<file path="src/rtl/cmtr_pkg.sv">
// shared types and constants of the constant multiplier term recoder
// no dependencies
package cmtr_pkg;

    localparam int WIDTH     = 32;
    localparam int KW        = $clog2(WIDTH);
    localparam int MAX_TERMS = 18;
    localparam int CW        = $clog2(MAX_TERMS);

    typedef logic [WIDTH-1:0] word_t;
    typedef logic [KW-1:0]    shift_t;
    typedef logic [CW-1:0]    count_t;

endpackage

</file>
<file path="src/rtl/constant_multiplier_term_recoder_unit.sv">
// top level of the constant multiplier term recoder: sequencer, shared adder and leading one detector
// depends on cmtr_pkg, cmtr_alu, cmtr_lod
//
// Takes a signed constant word and returns, largest first, the signed shift terms
// +-(x << k) whose sum equals constant * x modulo 2^32, one result word per term,
// with last_term marking the final one; a zero constant gives a single word with
// is_zero_product set. The block handles one constant at a time and s_ready is low
// from acceptance until the last term is taken. Each term goes through magnitude
// (through the shared adder), leading one detect, rounding decision and output,
// plus the wait for m_ready; the remainder update goes through the same adder. A
// constant gives at most 18 terms.
module constant_multiplier_term_recoder_unit (
    input  logic               aclk,
    input  logic               aresetn,
    input  logic               s_valid,
    output logic               s_ready,
    input  logic signed [31:0] s_constant_value,
    output logic               m_valid,
    input  logic               m_ready,
    output logic [4:0]         m_shift_amount,
    output logic               m_negate_term,
    output logic               m_is_zero_product,
    output logic               m_last_term
);

    typedef enum logic [4:0] {
        S_IDLE = 5'b00001,
        S_MAG  = 5'b00010,
        S_LOD  = 5'b00100,
        S_DEC  = 5'b01000,
        S_EMIT = 5'b10000
    } state_t;

    state_t state_reg, state_next;
    cmtr_pkg::count_t count_reg, count_next;

    cmtr_pkg::word_t  v_reg, v_next;
    cmtr_pkg::word_t  mag_reg, mag_next;
    logic             neg_reg, neg_next;
    cmtr_pkg::shift_t f_reg, f_next;
    cmtr_pkg::shift_t k_reg, k_next;
    logic             zero_reg, zero_next;
    logic             last_reg, last_next;

    cmtr_pkg::word_t  alu_a, alu_b, alu_y;
    logic             alu_sub;
    cmtr_pkg::shift_t lod_pos;

    cmtr_pkg::word_t  one_hot, rest, half;
    logic             pow2, round_up;

    cmtr_alu u_alu (
        .op_a   (alu_a),
        .op_b   (alu_b),
        .sub    (alu_sub),
        .result (alu_y)
    );

    cmtr_lod u_lod (
        .mag (mag_reg),
        .pos (lod_pos)
    );

    // rounding decision on the registered magnitude and leading one
    always_comb begin
        one_hot  = cmtr_pkg::word_t'(1) << f_reg;
        rest     = mag_reg & ~one_hot;
        half     = one_hot >> 1;
        pow2     = (rest == '0);
        round_up = (rest > half) && (f_reg < cmtr_pkg::shift_t'(cmtr_pkg::WIDTH - 1));
    end

    always_comb begin
        state_next = state_reg;
        count_next = count_reg;
        v_next     = v_reg;
        mag_next   = mag_reg;
        neg_next   = neg_reg;
        f_next     = f_reg;
        k_next     = k_reg;
        zero_next  = zero_reg;
        last_next  = last_reg;
        alu_a      = '0;
        alu_b      = v_reg;
        alu_sub    = 1'b1;

        case (state_reg)
            S_IDLE: begin
                if (s_valid) begin
                    v_next     = cmtr_pkg::word_t'(s_constant_value);
                    count_next = '0;
                    state_next = S_MAG;
                end
            end
            S_MAG: begin
                neg_next = v_reg[cmtr_pkg::WIDTH-1];
                mag_next = v_reg[cmtr_pkg::WIDTH-1] ? alu_y : v_reg;
                if (v_reg == '0) begin
                    k_next     = '0;
                    neg_next   = 1'b0;
                    zero_next  = 1'b1;
                    last_next  = 1'b1;
                    state_next = S_EMIT;
                end else begin
                    zero_next  = 1'b0;
                    state_next = S_LOD;
                end
            end
            S_LOD: begin
                f_next     = lod_pos;
                state_next = S_DEC;
            end
            S_DEC: begin
                k_next     = f_reg + cmtr_pkg::shift_t'(round_up && !pow2);
                last_next  = pow2 || (count_reg == cmtr_pkg::count_t'(cmtr_pkg::MAX_TERMS - 1));
                state_next = S_EMIT;
            end
            S_EMIT: begin
                // remainder: v + p for a negative value, v - p otherwise
                alu_a   = v_reg;
                alu_b   = cmtr_pkg::word_t'(1) << k_reg;
                alu_sub = !neg_reg;
                if (m_ready) begin
                    if (last_reg) begin
                        state_next = S_IDLE;
                    end else begin
                        v_next     = alu_y;
                        count_next = count_reg + cmtr_pkg::count_t'(1);
                        state_next = S_MAG;
                    end
                end
            end
            default: begin
                state_next = S_IDLE;
            end
        endcase
    end

    always_ff @(posedge aclk) begin
        if (!aresetn) begin
            state_reg <= S_IDLE;
            count_reg <= '0;
        end else begin
            state_reg <= state_next;
            count_reg <= count_next;
        end
    end

    always_ff @(posedge aclk) begin
        v_reg    <= v_next;
        mag_reg  <= mag_next;
        neg_reg  <= neg_next;
        f_reg    <= f_next;
        k_reg    <= k_next;
        zero_reg <= zero_next;
        last_reg <= last_next;
    end

    assign s_ready           = (state_reg == S_IDLE);
    assign m_valid           = (state_reg == S_EMIT);
    assign m_shift_amount    = 5'(k_reg);
    assign m_negate_term     = neg_reg;
    assign m_is_zero_product = zero_reg;
    assign m_last_term       = last_reg;

endmodule

</file>
<file path="src/rtl/cmtr_alu.sv">
// shared add/subtract unit of the term recoder, used for negation and remainder update
// depends on cmtr_pkg
module cmtr_alu (
    input  cmtr_pkg::word_t op_a,
    input  cmtr_pkg::word_t op_b,
    input  logic            sub,
    output cmtr_pkg::word_t result
);

    always_comb begin
        if (sub) begin
            result = op_a - op_b;
        end else begin
            result = op_a + op_b;
        end
    end

endmodule

</file>
<file path="src/rtl/cmtr_lod.sv">
// leading one detector of the term recoder: floor log2 of a magnitude word
// depends on cmtr_pkg
module cmtr_lod (
    input  cmtr_pkg::word_t  mag,
    output cmtr_pkg::shift_t pos
);

    always_comb begin
        pos = '0;
        for (int i = 0; i < cmtr_pkg::WIDTH; i++) begin
            if (mag[i]) begin
                pos = cmtr_pkg::shift_t'(i);
            end
        end
    end

endmodule

</file>
<file path="config.mk">
export PLATFORM = sky130hd
export DESIGN_NAME = constant_multiplier_term_recoder_unit
export DESIGN_NICKNAME = d
export VERILOG_FILES = /design/src/rtl/cmtr_pkg.sv /design/src/rtl/constant_multiplier_term_recoder_unit.sv /design/src/rtl/cmtr_alu.sv /design/src/rtl/cmtr_lod.sv
export SDC_FILE = /design/constraint.sdc
export NUM_CORES = 1
export LEC_CHECK = 0
export BUFFER_PORTS_ARGS = -buffer_cell sky130_fd_sc_hd__buf_2
export CORE_AREA = 4 4 175 177
export DETAILED_ROUTE_END_ITERATION = 16
export DIE_AREA = 0 0 179 181
export PLACE_DENSITY_LB_ADDON = 0.1
export SYNTH_ARGS = -nofsm -noshare
export SYNTH_HDL_FRONTEND = slang
export SYNTH_SLANG_ARGS = --single-unit
export TNS_END_PERCENT = 10
</file>
<file path="constraint.sdc">
create_clock -name aclk -period 4.4 [get_ports aclk]
set_clock_uncertainty 0.2 [all_clocks]
set_input_delay 0.88 -clock aclk [delete_from_list [all_inputs] [get_ports aclk]]
set_output_delay 0.88 -clock aclk [all_outputs]
set_load 0.01 [all_outputs]
</file>
==> results.cfg, run 1 <==
[power_and_ir_drop]
switching_share_pct = 29.0
internal_power_w = 0.00158
p_leak_nw = 4.62
vdd_drop_max_v = 0.000184
clockPowerShare_pct = 36.5
power_w = 0.00223
p_sw_w = 0.000646
combinationalPowerShare_pct = 19.0
p_per_area_nw_per_um2 = 203
seqPwrFrac_pct = 44.5

[grt]
gr-total-overflow = 0
track_usage_pct = 18.8
grt_pass1_wl_mm = 47.8
first_global_vias = 8377
grt_max_degree = 43
antenna_found_initial = 1

[setup_path]
critPathKind = register to register
crit_fanout = 5
cp.arrival_ns = 4.47
cp-end-kind = register
required_ns = 4.31
startpoint_type = register

[logic_synthesis]
synth.distinct_cells = 78
syn_nets = 1155
synth_compound_area_share_pct = 20.8
ys_seq_area_share_pct = 29.2
muxShareOfSynthArea_pct = 5.18
synthAdderAreaFrac_pct = 9.96
syn_avg_cell_area_um2 = 8.20
synth_xor_area_share_pct = 5.28
synth_cells = 1051
yosysMostFrequentCell = nand2_1
synthArstFlopShare_pct = 0
synthSimpleGateAreaFrac_pct = 25.5
synthTopCellsByArea = edfxtp_1 27%, ha_1 9.7%, nand2_1 6.1%, a21oi_1 5.3%, mux2_2 4.8%
synth.cell_area_um2 = 8620
synth_edf_count = 77
synth_commonest_cells = 141 x nand2_1, 97 x nor2_1, 91 x a21oi_1
yosysTopAreaCell = edfxtp_1
synth_top_family_by_area = simple AND/OR/NAND/NOR gates
synth-seq-cells = 87
synth_top_area_share_pct = 26.8
synthFlopType = edfxtp_1
ys_warn_count = 0

[cells_and_area]
stdcell_area_um2 = 11000
drive_gt1_share_pct = 27.6
antenna_cells = 0
fin_cells = 1627
syn_to_final_growth_pct = 27.3
nets = 1336
final_util_pct = 37.5

[clocking]
cts_root_buf = clkbuf_16
clock_sinks = 87
clkTransAtPathRegs_ns = 0.07
h-tree-depth = 3
cts_tree = yes
clockBufferDepth = 2
clock_latency_ns = 0.37
cts_inserted_buffers = 9
hold_buffers = 0

[sta]
rsz0062_at_grt = true
fin_ws_ns = -0.151
timing.fmax_mhz = 220
max-slew-margin-rel_pct = 28.7
period_minus_slack_ns = 4.55
hold_viol = 0
setup_viol = 9
tightest_slew_ns = 1.06
drv_slew = 0
fin_crit_sh_pct = 103

[floorplanning]
core_area_um2 = 29200
initial_core_util_pct = 29.5
die-area_um2 = 32400
die_y_um = 181
ios = 46
die_x_um = 179
placementRows = 63

[place]
placement.io_buffers = 45
place.gp.congestion = 0.902
placed_cell_area_um2 = 10400
dp_cells = 1604
dpl.hpwl_mm = 23.9

[detailed_routing]
final_antenna_net_count = 0
drc = 0
via_count = 8414
drtPass1Iterations = 5
via_per_inst = 5.17
drt_iter0_markers = 524
drt-total-wl_mm = 30.3
routedWlPerCell_um = 18.6

[run]
cap_viol_max_count = 0

[outcome]
status = finished with violations
violations = setup timing

[hold_path]
hp-class = register to register
worst paths after layout:
kind | from | to | slack, ns | cells past startpoint
max | m_shift_amount[1] | mag_reg[29] | -0.15 | 20
min | count_reg[4] | count_reg[4] | 0.32 | 2
max reg2reg | m_shift_amount[1] | mag_reg[29] | -0.15 | 20
min reg2reg | count_reg[4] | count_reg[4] | 0.32 | 2
worst max-delay path, cell delays in order, from the launching register on:
cell and delay [ns]:
edfxtp_1 0.43, or3_4 0.42, nor4_4 0.23, a21oi_2 0.07, ha_2 0.20, inv_4 0.08, a211o_1 0.14, o21ai_1 0.09
xor2_1 0.16, nor2_1 0.09, a21oi_1 0.06, ha_1 0.34, nand2_1 0.13, a2111oi_2 0.35, o211ai_1 0.13, buf_4 0.16
nand4_1 0.12, nand2_2 0.13, o31a_1 0.35, xnor2_2 0.16, mux2_4 0.27
per-layer routing:
layer  track usage, %  vias to the layer above  wire (um)
met5                0                        -          0
met2             31.8                      127      14600
met4             3.72                        0        325
met1             26.1                     4013      14500
li1                 -                     4254          -
met3             1.95                       20        872
area by class of cell:
cell class | count | area, um^2
well taps | 390 | 488
clock inverters | 5 | 35.0
fillers | 3075 | 18300
flip-flops and latches | 87 | 2510
multi-input cells | 882 | 5980
clock buffers | 11 | 264
repair buffers | 225 | 1580
inverters | 27 | 106
cells in the final DEF, fill, tap and decap left out, drive strengths merged, types with 10 or more instances in the layout:
| master | Yosys | final |
|---|---|---|
| nor2b | 16 | 16 |
| nor2 | 97 | 97 |
| nand4 | 19 | 19 |
| a21o | 25 | 25 |
| and2 | 28 | 28 |
| a211oi | 11 | 11 |
| ha | 67 | 67 |
| nand3 | 19 | 19 |
| nor3 | 29 | 29 |
| mux2 | 37 | 37 |
| edfxtp | 77 | 77 |
| buf | 28 | 225 |
| dfxtp | 10 | 10 |
| and3 | 36 | 36 |
| a21oi | 94 | 94 |
| o21ai | 63 | 63 |
| nor4 | 13 | 13 |
| nand2 | 142 | 142 |
| clkbuf | 26 | 11 |
| xnor2 | 32 | 32 |
| xor2 | 20 | 20 |
| inv | 27 | 31 |
per-stage QoR:
step                setup slack (ns)  hold WS, ns  setup TNS (ns)
finish                        -0.151        0.324          -0.565
global route                  -0.421        0.383           -8.38
CTS                           -0.161        0.328           -1.25
detailed placement            -0.230        0.297           -1.99
global placement              -0.222        0.294           -1.78
floorplan                   -0.00596        0.271        -0.00596
kinds of logic after synthesis:
family,after synthesis
muxes,40
adders and majority gates,68
and+or+nand+nor,444
buffers and inverters,82
DFF,87
xor gates and xnor gates,52
AOI/OAI and AO/OA,278
power groups by stage:
| stage | clock network (W) | registers [W] | logic [W] |
|---|---|---|---|
| 5_1_grt | 0.000866 | 0.000993 | 0.000466 |
| 4_1_cts | 0.000834 | 0.000989 | 0.000415 |
| 2_1_floorplan | 0 | 0.000995 | 0.000236 |
| 6_report | 0.000813 | 0.000990 | 0.000422 |
| 3_3_place_gp | 0 | 0.00101 | 0.000408 |
| 3_5_place_dp | 0 | 0.00101 | 0.000406 |
what timing repair did:
| item | in CTS | in global routing |
|---|---|---|
| gates resized for setup | 13 | 26 |
| endpoints found under the setup margin | 26 | 39 |
| pin swaps | 10 | 10 |
| buffers inserted | 6 | 1 |
No activity file was read; power rests on OpenSTA's default activity.
==> run 2, diff against run 1 <==
--- a/config.mk
+++ b/config.mk
@@ -9,7 +9,6 @@
 export CORE_AREA = 4 4 175 177
 export DETAILED_ROUTE_END_ITERATION = 16
 export DIE_AREA = 0 0 179 181
-export PLACE_DENSITY_LB_ADDON = 0.1
 export SYNTH_ARGS = -nofsm -noshare
 export SYNTH_HDL_FRONTEND = slang
 export SYNTH_SLANG_ARGS = --single-unit
==> run 2 against run 1 <==
Effect of this change:
- register-to-register slack improved by 0.10 ns
- largest power group unchanged
- fmax up 2.3%
- largest cell class unchanged
- flip-flop and latch count is the same
- sequential power about the same
- hold slack better by 0.0015 ns
- sequential share of layout area is 0.66 points higher
- final area down 2.8%
- the flow still finishes with violations (setup timing)
- global-route usage is 1.8 points lower
- clock power decreased by 3.7%
- worst setup slack improved by 0.10 ns
- via count grew 0.13%
==> results.cfg, run 2 (synthesized netlist as in run 1, its figures left out) <==
[setup_path]
startpoint_type = register
slowest_delay_ns = 0.36
cp-end-kind = register
r2r_setup_slack_ns = -0.05
cp_slowest_cell = dfxtp_2
required_ns = 4.32
crit_chain = nor3_4 -> nand2_4 -> a21oi_2 -> ha_2 -> inv_4 -> a311o_1 -> o21ai_1 -> xor2_1 -> nor2_1 -> a21oi_1 -> ha_2 -> nand4_1 -> a2111oi_2 -> o211ai_1 -> nand4_1 -> nand2_2 -> o31a_1 -> xnor2_1 -> mux2_2
critPathKind = register to register
crit_fanout = 8
cp.arrival_ns = 4.37

[detailed_routing]
via_count = 8425
drt-total-wl_mm = 27.8
drt_iter0_markers = 637
final_antenna_net_count = 0
routedWlPerCell_um = 17.6
via_per_inst = 5.34
drc = 0
drtPass1Iterations = 5

[sta]
fin_ws_ns = -0.0490
max-slew-margin-rel_pct = 60.1
fin_crit_sh_pct = 101
drv_slew = 0
setup_viol = 3
tightest_slew_ns = 0.595
period_minus_slack_ns = 4.45
timing.fmax_mhz = 225
hold_viol = 0
rsz0062_at_grt = true

[clocking]
clkTransAtPathRegs_ns = 0.08
clockBufferDepth = 2
cts_tree = yes
cts_root_buf = clkbuf_16
cts_inserted_buffers = 9
clock_sinks = 87
h-tree-depth = 3
clock_latency_ns = 0.36
hold_buffers = 0

[grt]
track_usage_pct = 17.0
gr-total-overflow = 0
first_global_vias = 8314
grt_pass1_wl_mm = 44.5
antenna_found_initial = 0
grt_max_degree = 40

[power_and_ir_drop]
power_w = 0.00216
vdd_drop_max_v = 0.000162
p_leak_nw = 4.40
p_per_area_nw_per_um2 = 203

[place]
placed_cell_area_um2 = 10100
dpl.hpwl_mm = 21.5
place.gp.congestion = 0.931
placement.io_buffers = 45

[run]
cap_viol_max_count = 0

[cells_and_area]
syn_to_final_growth_pct = 23.7
final_cell_mix = 140 x nand2_1, 129 x buf_4, 97 x nor2_1, 83 x a21oi_1, 77 x edfxtp_1
drive_gt1_share_pct = 25.2
antenna_cells = 0
layout_commonest_cell = nand2_1
nets = 1287
stdcell_area_um2 = 10700

[floorplanning]
placementRows = 63
ios = 46
die-area_um2 = 32400
die_x_um = 179
initial_core_util_pct = 29.5
core_area_um2 = 29200
die_y_um = 181

[outcome]
status = finished with violations
violations = setup timing

[hold_path]
hp-class = register to register
## run 2: layer usage
metal	track usage, %	vias up	share of wire [%]
li1	-	4134	-
met1	23.5	4038	45
met2	28.1	222	48
met3	2.36	31	5.0
met4	4.08	0	1.9
met5	0	-	0
## run 2: per-stage QoR
step	cells	worst slack [ns]	util, %	TNS (ns)	hold slack, ns
finish	1578	-0.0490	36.5	-0.125	0.325
CTS	1573	-0.0237	35.7	-0.0518	0.321
floorplan	1051	-0.00596	-	-0.00596	0.271
detailed placement	1551	-0.0917	34.4	-0.386	0.294
global route	1578	-0.178	36.5	-2.45	0.345
global placement	1551	-0.0438	34.4	-0.0438	0.287
## run 2: report_power, final
group	leakage [nW]	internal, W	switching (W)
clock	0.149	0.000403	0.000381
combinational	3.48	0.000175	0.000216
sequential	0.775	0.000949	0.0000406
## run 2: layout make-up
| type | count | area (um^2) |
|---|---|---|
| Clock buffer | 9 | 225 |
| Fill cell | 3019 | 18600 |
| Multi-Input combinational cell | 882 | 6030 |
| Inverter | 27 | 104 |
| Sequential cell | 87 | 2510 |
| Timing Repair Buffer | 176 | 1220 |
| Clock inverter | 7 | 73.8 |
| Tap cell | 390 | 488 |
## run 2: worst max-delay path, delay by kind of cell, from the launching register on
family / cells / cell delay (ns)
AO/OA/AOI/OAI: 7 / 1.59
AND/OR/NAND/NOR: 6 / 0.90
adder cells (fa/ha/maj): 2 / 0.48
flip-flops: 1 / 0.36
XOR/XNOR: 2 / 0.34
multiplexers: 1 / 0.27
buffers and inverters: 1 / 0.06
## run 2: worst paths after layout
| kind | from | depth (start not counted) | endpoint |
|---|---|---|---|
| setup / recovery | state_reg[1] | 19 | v_reg[29] |
| hold / removal | count_reg[4] | 2 | count_reg[4] |
| setup reg to reg | state_reg[1] | 19 | v_reg[29] |
| hold reg to reg | count_reg[4] | 2 | count_reg[4] |
## run 2: repair_timing
item                       CTS  global route
buffers inserted             6             5
resized for setup           10            40
setup endpoints to repair   12            35
pin swaps                   10            30
